File: config.mk
export PLATFORM = sky130hd
export DESIGN_NAME = base64_stream_encoder_top
export DESIGN_NICKNAME = d
export VERILOG_FILES = /design/src/rtl/b64e_pkg.sv /design/src/rtl/b64e_front.sv /design/src/rtl/b64e_fifo.sv /design/src/rtl/b64e_back.sv /design/src/rtl/base64_stream_encoder_top.sv
export VERILOG_INCLUDE_DIRS = /design/src /design/src/rtl
export SDC_FILE = /design/constraint.sdc
export NUM_CORES = 1
export LEC_CHECK = 0
export BUFFER_PORTS_ARGS = -buffer_cell sky130_fd_sc_hd__buf_2
export CORE_MARGIN = 5
export CORE_UTILIZATION = 30
export DETAILED_ROUTE_END_ITERATION = 16
export PLACE_DENSITY = 0.53
export RECOVER_POWER = 50
export SLEW_MARGIN = 20
export SYNTH_ARGS = -nofsm -noshare
export SYNTH_HDL_FRONTEND = slang
export SYNTH_HIERARCHICAL = 1
export SYNTH_SLANG_ARGS = --single-unit
File: constraint.sdc
create_clock -name clk_i -period 6.68 [get_ports clk_i]
set_input_delay 1.67 -clock clk_i [delete_from_list [all_inputs] [get_ports clk_i]]
set_output_delay 1.67 -clock clk_i [all_outputs]
set_load 0.005 [all_outputs]
File: src/rtl/base64_stream_encoder_top_macros.svh
// Assertion helpers for the Base64 stream encoder.
// Each macro expects clk_i and rst_ni in scope.
`ifndef BASE64_STREAM_ENCODER_TOP_MACROS_SVH
`define BASE64_STREAM_ENCODER_TOP_MACROS_SVH

// Same-cycle implication, checked outside reset.
`define B64E_ASSERT_IMP(lbl, ante, cons, msg) \
  lbl: assert property (@(posedge clk_i) disable iff (!rst_ni) (ante) |-> (cons)) \
    else $error(msg);

// Next-cycle implication, checked outside reset.
`define B64E_ASSERT_NXT(lbl, ante, cons, msg) \
  lbl: assert property (@(posedge clk_i) disable iff (!rst_ni) (ante) |=> (cons)) \
    else $error(msg);

`endif

File: src/rtl/b64e_pkg.sv
package b64e_pkg;

  // Command codes of an input beat
  localparam logic CMD_DATA = 1'b0;
  localparam logic CMD_END  = 1'b1;

  // Characters
  localparam logic [7:0] CHAR_NL   = 8'h0A;
  localparam logic [7:0] CHAR_PAD  = 8'h3D;
  localparam logic [7:0] CHAR_PLUS = 8'h2B;
  localparam logic [7:0] CHAR_SLSH = 8'h2F;

  // Register indexes
  localparam logic REG_STRIP_NEWLINES = 1'b0;

  // Defaults for top-level parameters
  localparam int LINE_WRAP_DEF  = 72;
  localparam int FIFO_DEPTH_DEF = 2;

  typedef struct packed {
    logic       cmd;
    logic [7:0] in_byte;
  } in_item_t;

  typedef struct packed {
    logic [7:0] out_char;
    logic       last;
  } out_item_t;

  // One unit of work for the back end: a group and/or a message end
  typedef struct packed {
    logic       is_end;
    logic [1:0] count;   // bytes in the group, 0 only for an empty end
    logic [7:0] b0;
    logic [7:0] b1;
    logic [7:0] b2;
  } job_t;

  typedef struct packed {
    logic full;
    logic empty;
  } fifo_stat_t;

  // Map a sextet to its alphabet symbol
  function automatic logic [7:0] b64_symbol(input logic [5:0] v);
    logic [7:0] r;
    if (v < 6'd26) begin
      r = 8'h41 + {2'b00, v};
    end else if (v < 6'd52) begin
      r = 8'h61 + {2'b00, v - 6'd26};
    end else if (v < 6'd62) begin
      r = 8'h30 + {2'b00, v - 6'd52};
    end else if (v == 6'd62) begin
      r = CHAR_PLUS;
    end else begin
      r = CHAR_SLSH;
    end
    return r;
  endfunction

endpackage

File: src/rtl/b64e_front.sv
module b64e_front import b64e_pkg::*; (
  input  logic       clk_i,
  input  logic       rst_ni,
  input  logic       in_valid_i,
  output logic       in_stall_o,
  input  in_item_t   in_item_i,
  input  fifo_stat_t stat_i,
  output logic       push_o,
  output job_t       job_o
);

  logic [15:0] held_q, held_d;
  logic [1:0]  cnt_q, cnt_d;
  logic        accept;

  assign in_stall_o = stat_i.full;
  assign accept     = in_valid_i && !stat_i.full;

  // Classify the beat: a third byte or an end both hand a job to the back end
  always_comb begin
    held_d = held_q;
    cnt_d  = cnt_q;
    push_o = 1'b0;
    job_o  = '0;
    if (in_item_i.cmd == CMD_END) begin
      job_o.is_end = 1'b1;
      job_o.count  = cnt_q;
      job_o.b0     = held_q[15:8];
      job_o.b1     = (cnt_q == 2'd2) ? held_q[7:0] : 8'h00;
      job_o.b2     = 8'h00;
      push_o       = accept;
      if (accept) begin
        held_d = '0;
        cnt_d  = '0;
      end
    end else begin
      job_o.is_end = 1'b0;
      job_o.count  = 2'd3;
      job_o.b0     = held_q[15:8];
      job_o.b1     = held_q[7:0];
      job_o.b2     = in_item_i.in_byte;
      if (cnt_q == 2'd2) begin
        push_o = accept;
        if (accept) begin
          held_d = '0;
          cnt_d  = '0;
        end
      end else if (accept) begin
        if (cnt_q == 2'd1) begin
          held_d = {held_q[15:8], in_item_i.in_byte};
          cnt_d  = 2'd2;
        end else begin
          held_d = {in_item_i.in_byte, 8'h00};
          cnt_d  = 2'd1;
        end
      end
    end
  end

  // Hold partial group
  always_ff @(posedge clk_i or negedge rst_ni) begin
    if (!rst_ni) begin
      held_q <= '0;
      cnt_q  <= '0;
    end else begin
      held_q <= held_d;
      cnt_q  <= cnt_d;
    end
  end

endmodule

File: src/rtl/b64e_fifo.sv
module b64e_fifo import b64e_pkg::*; #(
  parameter int Depth = FIFO_DEPTH_DEF
) (
  input  logic       clk_i,
  input  logic       rst_ni,
  input  logic       push_i,
  input  job_t       job_i,
  input  logic       pop_i,
  output job_t       job_o,
  output fifo_stat_t stat_o
);

  localparam int PtrW = (Depth > 1) ? $clog2(Depth) : 1;
  localparam int CntW = $clog2(Depth + 1);

  job_t            mem_q [Depth];
  logic [PtrW-1:0] wptr_q, rptr_q;
  logic [CntW-1:0] cnt_q;
  logic            do_push, do_pop;

  assign stat_o.full  = (cnt_q == CntW'(Depth));
  assign stat_o.empty = (cnt_q == '0);
  assign do_push      = push_i && !stat_o.full;
  assign do_pop       = pop_i && !stat_o.empty;
  assign job_o        = mem_q[rptr_q];

  // Store entry
  always_ff @(posedge clk_i) begin
    if (do_push) begin
      mem_q[wptr_q] <= job_i;
    end
  end

  // Advance pointers and occupancy
  always_ff @(posedge clk_i or negedge rst_ni) begin
    if (!rst_ni) begin
      wptr_q <= '0;
      rptr_q <= '0;
      cnt_q  <= '0;
    end else begin
      if (do_push) begin
        wptr_q <= (wptr_q == PtrW'(Depth - 1)) ? '0 : wptr_q + PtrW'(1);
      end
      if (do_pop) begin
        rptr_q <= (rptr_q == PtrW'(Depth - 1)) ? '0 : rptr_q + PtrW'(1);
      end
      if (do_push && !do_pop) begin
        cnt_q <= cnt_q + CntW'(1);
      end else if (do_pop && !do_push) begin
        cnt_q <= cnt_q - CntW'(1);
      end
    end
  end

endmodule

File: src/rtl/b64e_back.sv
module b64e_back import b64e_pkg::*; #(
  parameter int LineWrap = LINE_WRAP_DEF
) (
  input  logic       clk_i,
  input  logic       rst_ni,
  input  logic       strip_i,
  input  fifo_stat_t stat_i,
  input  job_t       job_i,
  output logic       pop_o,
  output logic       out_valid_o,
  input  logic       out_stall_i,
  output out_item_t  out_item_o
);

  localparam int PosW = $clog2(LineWrap + 1);

  // Sequencer steps: four group characters, then the final newline
  localparam logic [2:0] IDX_FINAL = 3'd4;
  localparam logic [2:0] IDX_DONE  = 3'd5;
  localparam logic [2:0] MAX_OUT   = 3'd6;

  job_t            job_q;
  logic            busy_q;
  logic [2:0]      idx_q, idx_d;
  logic            nl_q, nl_d;
  logic [2:0]      cnt_q, cnt_d;
  logic [PosW-1:0] pos_q, pos_d, pos_inc;
  logic            oval_q;
  out_item_t       oitem_q;

  logic            adv, emit_any, more, step;
  logic [5:0]      sextet;
  logic [7:0]      ch;

  assign adv      = !oval_q || !out_stall_i;
  assign pop_o    = !busy_q && !stat_i.empty;
  assign emit_any = nl_q || (idx_q < IDX_FINAL) ||
                    ((idx_q == IDX_FINAL) && job_q.is_end && !strip_i);
  assign step     = busy_q && emit_any && adv;
  assign pos_inc  = pos_q + PosW'(1);

  // Pick the sextet for the current group position
  always_comb begin
    unique case (idx_q[1:0])
      2'd0:    sextet = job_q.b0[7:2];
      2'd1:    sextet = {job_q.b0[1:0], job_q.b1[7:4]};
      2'd2:    sextet = {job_q.b1[3:0], job_q.b2[7:6]};
      default: sextet = job_q.b2[5:0];
    endcase
  end

  // Work out this character and the step after it
  always_comb begin
    idx_d = idx_q;
    nl_d  = nl_q;
    pos_d = pos_q;
    ch    = CHAR_NL;
    if (nl_q) begin
      nl_d  = 1'b0;
      pos_d = PosW'(1);
    end else if (idx_q < IDX_FINAL) begin
      if ((idx_q == 3'd3 && job_q.count != 2'd3) ||
          (idx_q == 3'd2 && job_q.count == 2'd1)) begin
        ch = CHAR_PAD;
      end else begin
        ch = b64_symbol(sextet);
      end
      idx_d = idx_q + 3'd1;
      if (pos_inc >= PosW'(LineWrap)) begin
        pos_d = '0;
        nl_d  = !strip_i;
      end else begin
        pos_d = pos_inc;
      end
    end else begin
      idx_d = IDX_DONE;
    end
    cnt_d = cnt_q + 3'd1;
    more  = (cnt_d < MAX_OUT) &&
            (nl_d || (idx_d < IDX_FINAL) ||
             ((idx_d == IDX_FINAL) && job_q.is_end && !strip_i));
  end

  // Run the job sequencer
  always_ff @(posedge clk_i or negedge rst_ni) begin
    if (!rst_ni) begin
      busy_q <= 1'b0;
      idx_q  <= '0;
      nl_q   <= 1'b0;
      cnt_q  <= '0;
      pos_q  <= '0;
    end else if (pop_o) begin
      busy_q <= 1'b1;
      idx_q  <= (!job_i.is_end || job_i.count != 2'd0) ? 3'd0 : IDX_FINAL;
      nl_q   <= 1'b0;
      cnt_q  <= '0;
    end else if (busy_q && !emit_any) begin
      // empty end with newlines stripped: nothing to send
      busy_q <= 1'b0;
      if (job_q.is_end) begin
        pos_q <= '0;
      end
    end else if (step) begin
      idx_q <= idx_d;
      nl_q  <= nl_d;
      cnt_q <= cnt_d;
      pos_q <= pos_d;
      if (!more) begin
        busy_q <= 1'b0;
        if (job_q.is_end) begin
          pos_q <= '0;
        end
      end
    end
  end

  // Latch job
  always_ff @(posedge clk_i) begin
    if (pop_o) begin
      job_q <= job_i;
    end
  end

  // Output register: load a character or drop a taken beat
  always_ff @(posedge clk_i or negedge rst_ni) begin
    if (!rst_ni) begin
      oval_q <= 1'b0;
    end else if (adv) begin
      oval_q <= step;
    end
  end

  always_ff @(posedge clk_i) begin
    if (step) begin
      oitem_q.out_char <= ch;
      oitem_q.last     <= !more;
    end
  end

  assign out_valid_o = oval_q;
  assign out_item_o  = oitem_q;

endmodule

File: src/rtl/base64_stream_encoder_top.sv
// Base64 stream encoder with optional line wrapping.
// Path: a group or end beat goes through the job queue, the back end's job latch and the
//   output register before its first character. Throughput: one character per cycle from
//   the sequencer unless stalled, with a load step between jobs; a two-entry job queue feeds it.
// Reset: rst_ni is asynchronous, active low; it empties the queue, clears the held bytes,
//   line position and output valid flag, and sets strip_newlines to 0.
`include "base64_stream_encoder_top_macros.svh"

module base64_stream_encoder_top import b64e_pkg::*; #(
  parameter int LineWrap  = LINE_WRAP_DEF,
  parameter int FifoDepth = FIFO_DEPTH_DEF
) (
  input  logic        clk_i,
  input  logic        rst_ni,
  // input beats
  input  logic        in_valid_i,
  output logic        in_stall_o,
  input  in_item_t    in_item_i,
  // output beats
  output logic        out_valid_o,
  input  logic        out_stall_i,
  output out_item_t   out_item_o,
  // register port
  input  logic        psel,
  input  logic        penable,
  input  logic        pwrite,
  input  logic [2:0]  paddr,
  input  logic [31:0] pwdata,
  output logic [31:0] prdata,
  output logic        pready
);

  logic       strip_q;
  logic       push, pop;
  job_t       push_job, pop_job;
  fifo_stat_t stat;
  logic       out_is_nl;

  // Register port
  assign pready = 1'b1;
  assign prdata = (paddr[2] == REG_STRIP_NEWLINES) ? {31'b0, strip_q} : 32'b0;

  always_ff @(posedge clk_i or negedge rst_ni) begin
    if (!rst_ni) begin
      strip_q <= 1'b0;
    end else if (psel && penable && pwrite && pready &&
                 paddr[2] == REG_STRIP_NEWLINES) begin
      strip_q <= pwdata[0];
    end
  end

  b64e_front u_front (
    .clk_i      (clk_i),
    .rst_ni     (rst_ni),
    .in_valid_i (in_valid_i),
    .in_stall_o (in_stall_o),
    .in_item_i  (in_item_i),
    .stat_i     (stat),
    .push_o     (push),
    .job_o      (push_job)
  );

  b64e_fifo #(
    .Depth (FifoDepth)
  ) u_fifo (
    .clk_i  (clk_i),
    .rst_ni (rst_ni),
    .push_i (push),
    .job_i  (push_job),
    .pop_i  (pop),
    .job_o  (pop_job),
    .stat_o (stat)
  );

  b64e_back #(
    .LineWrap (LineWrap)
  ) u_back (
    .clk_i       (clk_i),
    .rst_ni      (rst_ni),
    .strip_i     (strip_q),
    .stat_i      (stat),
    .job_i       (pop_job),
    .pop_o       (pop),
    .out_valid_o (out_valid_o),
    .out_stall_i (out_stall_i),
    .out_item_o  (out_item_o)
  );

  assign out_is_nl = (out_item_o.out_char == CHAR_NL);

  `B64E_ASSERT_IMP(a_push_not_full, push, !stat.full, "job pushed into full queue")
  `B64E_ASSERT_IMP(a_pop_not_empty, pop, !stat.empty, "job popped from empty queue")
  `B64E_ASSERT_NXT(a_push_fills, push && stat.empty, !stat.empty, "pushed job lost")
  `B64E_ASSERT_IMP(a_no_nl_stripped, out_valid_o && strip_q, !out_is_nl, "newline while stripped")

endmodule

==> metrics, run 1 <==
per-cell routed wire length=approximately 15 µm; port buffer count=29; Setup Buffers After CTS=0; post-place setup slack=about 3000 ps; synthesis warning total=6; hold buffers post-CTS=0; period utilization=a little under three fifths; Diodes inserted=0; CTS tree=built; status=finished with violations; Critical Path AT=just over 2000 ps; total CTS buffers=17; clock sinks=129; initial antenna violation count=0; Synth-to-Final Area Change=10.98%; first-pass GRT wire length=20890 µm; Post-route DRC=0; CP Class=primary input to primary output; layout cells sized above 1=approximately 16%; setup TNS=0 ps; most frequent cells in the layout=edfxtp_1 (90), dfrtp_1 (39), conb_1 (32); core area=roughly 0.022 mm²; max cap viols=2; initial core utilization=a little under a third; DRT iter0 DRCs=approximately 210; largest area contributor in the netlist=edfxtp_1; Worst VDD drop=approximately 220 µV; Top Ports=between 90 and 100; post-synth cell types=73; Layout Cells excl Fill=~830; Final Max Tran Viols=69; total track usage=between 10% and 20%; mean post-synth cell area=12.65 µm²; failing checks=max-capacitance violations, max-slew violations; root buf cell=clkbuf_16; placed cells=801; CTS max path bufs=2; Die Span X=between 150 and 200 µm; type of the most critical hold path=register to register; Die Area=roughly 0.025 mm²; htree depth=4; Remaining Overflow, GRT=0; crit-path max FO=2; Clock Skews=11.60 ps; Yosys top cell area share=between 40% and 50%; First-pass DRT Iterations=5; via count=between 3000 and 4000; RSZ-0062 raised after global routing=false; Worst-Skew Late Latency=just over 400 ps; Post-CTS Resized=0; vias in the first global route=~4000; Cell Rows=between 50 and 60; Slew @ Worst Pin=2275 ps; final setup fails=0; Final nets=roughly 600; DP HPWL=roughly 8700 µm; CP endpoint kind=primary output; final worst slack=just under 3000 ps; routability cong.=0.8268; top area cells in the synthesized netlist=edfxtp_1 (41%), dfrtp_1 (15%), buf_4 (4.9%); commonest non-fill, non-tap cell in the layout=edfxtp_1; Seq/Total Area, Yosys=a little under three fifths; Post-Syn Area=around 0.0065 mm²; ys async rst share=30.23%; Main synth FF type=edfxtp_1; fin crit period=approximately 3700 ps; Power Total=roughly 3.7 mW; worst reg2reg setup slack=around 3100 ps; worst rel slew slack=-51.68%; P_leak=between 2 and 3 nW; pwr dens=roughly 500 mW/mm²; DRT Wirelength=approximately 13000 µm; required time worst endpoint=5010 ps; Worst-path clk slew=~50 ps; DR vias/cell=~4.7; startpoint types=primary input; largest net degree at the start of global routing=40; Die Ht=roughly 160 µm; Detail Route Antenna Nets=0; EDFF count, synth=90; Mapped Cells=between 500 and 600; upper clock frequency limit=approximately 270 MHz; final hold violation count=0; number of synthesized register bits=around 130
## power breakdown
part | leakage, nW | switching [mW] | internal (mW)
registers | 1.35 | 0.132 | 1.20
logic | 1.20 | 0.866 | 0.566
clock network | 0.294 | 0.332 | 0.621
total | 2.85 | 1.33 | 2.39
## flip-flops by register name, indices dropped and copies added (netlist names)
register	count
u_fifo/mem_q	54
u_back/job_q	27
u_front/held_q	16
u_back/out_item_o	9
u_back/pos_q	7
u_back/cnt_q	3
u_back/idx_q	3
u_fifo/cnt_q	2
u_front/cnt_q	2
strip_q	1
u_back/busy_q	1
u_back/nl_q	1
u_back/out_valid_o	1
u_fifo/rptr_q	1
u_fifo/wptr_q	1
## layout make-up
type | instances | area, µm²
Clock inverter | 8 | 128.9
Inverter | 27 | 101.3
Fill cell | 2154 | 14360
Sequential cell | 129 | 3679
Tap cell | 280 | 350.3
Clock buffer | 24 | 483.0
Timing Repair Buffer | 32 | 161.4
Multi-Input combinational cell | 333 | 2356
## per-stage QoR
step	hold WS [ps]	area (µm²)	util [%]
2_1_floorplan	430.4	6654	-
3_3_place_gp	452.4	6726	31.11
3_5_place_dp	459.0	6726	31.11
4_1_cts	472.1	7338	33.94
5_1_grt	477.4	7259	33.58
6_report	472.0	7259	33.58
## synthesized netlist by cell type (5+ instances only)
library cell / count
buf_4: 43
a222oi_1: 5
and2_1: 8
nand2_1: 29
inv_1: 24
nand2b_1: 5
o21ai_0: 9
nand3_1: 15
nor3_1: 9
edfxtp_1: 90
mux2_4: 20
o21ai_1: 9
a21oi_1: 15
and3_1: 5
xor2_1: 8
nand4_1: 11
o211ai_1: 9
nor2_1: 21
nor2b_1: 12
ha_1: 17
buf_2: 5
xnor2_1: 9
mux2_2: 8
a22o_2: 8
dfrtp_1: 39
## path summary, 6_finish.rpt
check	cells after the start	endpoint	start
worst max-delay path	3	prdata[0]	paddr[2]
worst min-delay path	0	u_fifo/mem_q[0][19]	u_front/held_q[11]
worst max register to register	11	u_back/out_item_o[5]	u_back/idx_q[0]
worst min register to register	0	u_fifo/mem_q[0][19]	u_front/held_q[11]
max in group asynchronous	1	u_back/pos_q[3]	rst_ni
min in group asynchronous	1	u_fifo/wptr_q	rst_ni
## kinds of logic after synthesis
family                   count (synthesis)  share of synthesized area (%)
AND/OR/NAND/NOR                        138                          11.82
flip-flops                             129                          56.24
AO/OA/AOI/OAI                           96                          11.15
buffers and inverters                   85                          8.397
multiplexers                            33                          6.752
adder cells (fa/ha/maj)                 17                          3.252
XOR/XNOR                                17                          2.276
other                                    2                         0.1148
## worst max-delay path, cell delays in order
cell     delay (ps)
buf_2            80
and2b_2         200
buf_2           120
## routing by layer
layer,GRT usage (%),up-vias,part of all wire (%)
met5,0,-,0
met4,3.810,0,0.93
met3,3.062,10,4.4
met2,16.94,94,48
met1,14.16,1914,47
li1,-,1881,-
No activity file was read; power rests on OpenSTA's default activity.
==> run 2, diff against run 1 <==
ABC_AREA = 1   (was default)
PLACE_DENSITY = 0.55   (was 0.53)
clock period = 3.4 ns   (was 6.68 ns; I/O delays follow)
==> run 2 against run 1 <==
  * The flow still finishes with violations (max-capacitance violations, max-slew violations)
  * Clock-buffer cell count decreased by 7
  * Register-to-register slack lost 2500 ps
  * Synthesized cell count grew 32%
  * Sequential power grew 100%
  * Critical path depth grew 14
  * Utilization is 1.3 points higher
  * Routed wire length down 3.3%
  * Critical path type is now register to register
==> metrics, run 2 <==
status=finished with violations (unchanged); failing checks=max-capacitance violations, max-slew violations (unchanged); total track usage=10.74% (about the same); final setup fails=0 (unchanged); RSZ-0062 raised after global routing=false (unchanged); Final Max Tran Viols=71 (was 69); DRT Wirelength=12400 µm (was 12820 µm); CP Class=register to register (was primary input to primary output); commonest cells in the netlist=nand2_1 (242), edfxtp_1 (90), inv_1 (66), buf_4 (45), dfrtp_1 (39) (was edfxtp_1 (90), buf_4 (43), dfrtp_1 (39), nand2_1 (29), inv_1 (24)); layout cells sized above 1=13.70% (was 16.46%); pwr dens=1027 mW/mm² (was 512.1 mW/mm²); CTS max path bufs=2 (unchanged); commonest non-fill, non-tap cell in the layout=nand2_1 (was edfxtp_1); Worst-path clk slew=60 ps (was 50 ps); Main synth FF type=edfxtp_1 (unchanged); crit-path max FO=7 (was 2); setup TNS=0 ps (unchanged); CP endpoint kind=register (was primary output); Die Ht=156.7 µm (was 157.7 µm); synthesis warning total=6 (unchanged); DR vias/cell=4.193 (was 4.681); area occupied by multi-input gates=0.002238 mm² (was 0.002356 mm²); startpoint types=register (was primary input); largest net degree at the start of global routing=40 (unchanged); placed cells=973 (was 801); mean post-synth cell area=9.486 µm² (was 12.65 µm²); initial antenna violation count=0 (unchanged); port buffer count=29 (unchanged); Worst VDD drop=539.9 µV (was 216.5 µV); Seq/Total Area, Yosys=56.94% (was 56.24%); required time worst endpoint=3570 ps (was 5010 ps); DP HPWL=8503 µm (was 8692 µm); Layout Cells excl Fill=1005 (was 833); Yosys top cell area share=41.84% (was 41.32%); Remaining Overflow, GRT=0 (unchanged); Clock Skews=8.582 ps (was 11.60 ps); worst rel slew slack=-62.44% (was -51.68%); Final nets=785 (was 608); placed instance area=0.006761 mm² (was 0.006726 mm²); P_leak=3.365 nW (was 2.845 nW); Worst-Skew Late Latency=420 ps (was 410 ps); per-cell routed wire length=12.34 µm (was 15.39 µm); Synth-to-Final Area Change=13.69% (was 10.98%); top area cells in the synthesized netlist=edfxtp_1 (42%), dfrtp_1 (15%), nand2_1 (14%) (was edfxtp_1 (41%), dfrtp_1 (15%), buf_4 (4.9%)); initial core utilization=30.63% (was 30.25%); EDFF count, synth=90 (unchanged); hold_ws=478.5 ps (was 472.0 ps); Mapped Cells=681 (was 517); vias in the first global route=4023 (was 4019); Die Area=0.02457 mm² (was 0.02486 mm²); Setup Buffers After CTS=0 (unchanged); period utilization=between 80% and 90%; core area=0.02109 mm² (was 0.02162 mm²); Critical Path AT=2930 ps (was 2070 ps); Die Span X=156.7 µm (was 157.7 µm); DRT iter0 DRCs=224 (was 209); largest area contributor in the netlist=edfxtp_1 (unchanged); ys async rst share=30.23% (unchanged); Post-route DRC=0 (unchanged); htree depth=4 (unchanged); via count=4214 (was 3899); clock sinks=129 (unchanged); Detail Route Antenna Nets=0 (unchanged); final hold violation count=0 (unchanged); Largest regs=u_fifo/mem_q x54, u_back/job_q x27, u_front/held_q x16 (unchanged); most frequent cells in the layout=nand2_1 (242), edfxtp_1 (90), inv_1 (68) (was edfxtp_1 (90), dfrtp_1 (39), conb_1 (32)); total CTS buffers=17 (unchanged); CTS tree=built (unchanged); most flop-heavy register=u_fifo/mem_q (unchanged); post-synth cell types=42 (was 73); count leader, synth=nand2_1 (was edfxtp_1); hold buffers post-CTS=0 (unchanged); register area=0.003679 mm² (unchanged); first-pass GRT wire length=20640 µm (was 20890 µm); Top Ports=95 (unchanged); routability cong.=0.8110 (was 0.8268); type of the most critical hold path=register to register (unchanged); final instance area=0.007345 mm² (was 0.007259 mm²); Cell Rows=53 (was 54); Filler cells=2181 (was 2154); Slew @ Worst Pin=2437 ps (was 2275 ps); Post-Syn Area=0.006460 mm² (was 0.006541 mm²); number of synthesized register bits=129 (unchanged); root buf cell=clkbuf_16 (unchanged); upper clock frequency limit=361.9 MHz; Post-CTS Resized=0 (unchanged); max cap viols=2 (unchanged); First-pass DRT Iterations=5 (unchanged); Diodes inserted=0 (unchanged); fin crit period=roughly 2800 ps; number of flip-flops in the largest register=54 (unchanged)
run 2: per-stage QoR:
step | setup slack [ps] | utilization (%) | total power, mW
after global routing | 332.9 | 34.83 | 8.204
after global placement | 646.1 | 32.06 | 5.730
after detailed placement | 651.0 | 32.06 | 5.747
after CTS | 619.0 | 34.90 | 7.632
final | 637.1 | 34.83 | 7.545
after floorplan | 410.6 | - | 5.030
run 2: cell families (layout without fill, tap and decap cells):
family                   after synthesis  count (layout)  synth area share, %
AND/OR/NAND/NOR                      341             341                22.24
flip-flops                           129             129                56.94
buffers and inverters                126             145                10.09
adder cells (fa/ha/maj)               17              17                3.293
XOR/XNOR                               9               9                1.220
AO/OA/AOI/OAI                         57              57                6.101
other                                  2              32               0.1163
run 2: path summary, 6_finish.rpt:
kind                                 start  slack, ps                   end  cells after the start
setup / recovery           u_back/idx_q[0]        640  u_back/out_item_o[7]                     17
hold / removal               u_fifo/wptr_q        480         u_fifo/wptr_q                      2
setup reg to reg           u_back/idx_q[0]        640  u_back/out_item_o[7]                     17
hold reg to reg              u_fifo/wptr_q        480         u_fifo/wptr_q                      2
max in group asynchronous           rst_ni        830    u_front/held_q[10]                      1
min in group asynchronous           rst_ni       1180       u_back/pos_q[4]                      1
run 2: cell type report:
cell class                 count  share of cell area [%]
tap                          275                   4.685
clock inverter                15                   2.351
sequential                   129                   50.09
multi-input combinational    456                   30.48
inverter                      77                   4.003
clock buffer                  17                   5.792
timing repair buffer          36                   2.606
run 2: critical path: stages, from the launching register on:
cell and delay [ps]:
dfrtp_1 420, inv_1 120, ha_1 320, nand2_1 90
nand2_1 60, inv_1 50, a21boi_2 290, inv_1 130
ha_1 250, inv_1 80, nand3_2 120, inv_2 80
nand2_1 50, nand2_1 50, nand2_1 80, nand3_1 90
o21ai_1 60, o21a_1 170
run 2: where the power goes:
group	total, mW	switching, mW	internal, mW
Clock	1.85	0.744	1.10
Combinational	3.03	2.02	1.01
Sequential	2.67	0.243	2.42
Total	7.54	3.01	4.54
run 2: metal layers:
layer / wire [µm] / part of all wire [%] / global-route usage, % / vias up
met3: 529 / 4.3 / 3.042 / 17
li1: - / - / - / 2213
met4: 189 / 1.5 / 3.967 / 0
met2: 5594 / 45 / 15.84 / 75
met5: 0 / 0 / 0 / -
met1: 6085 / 49 / 15.03 / 1909
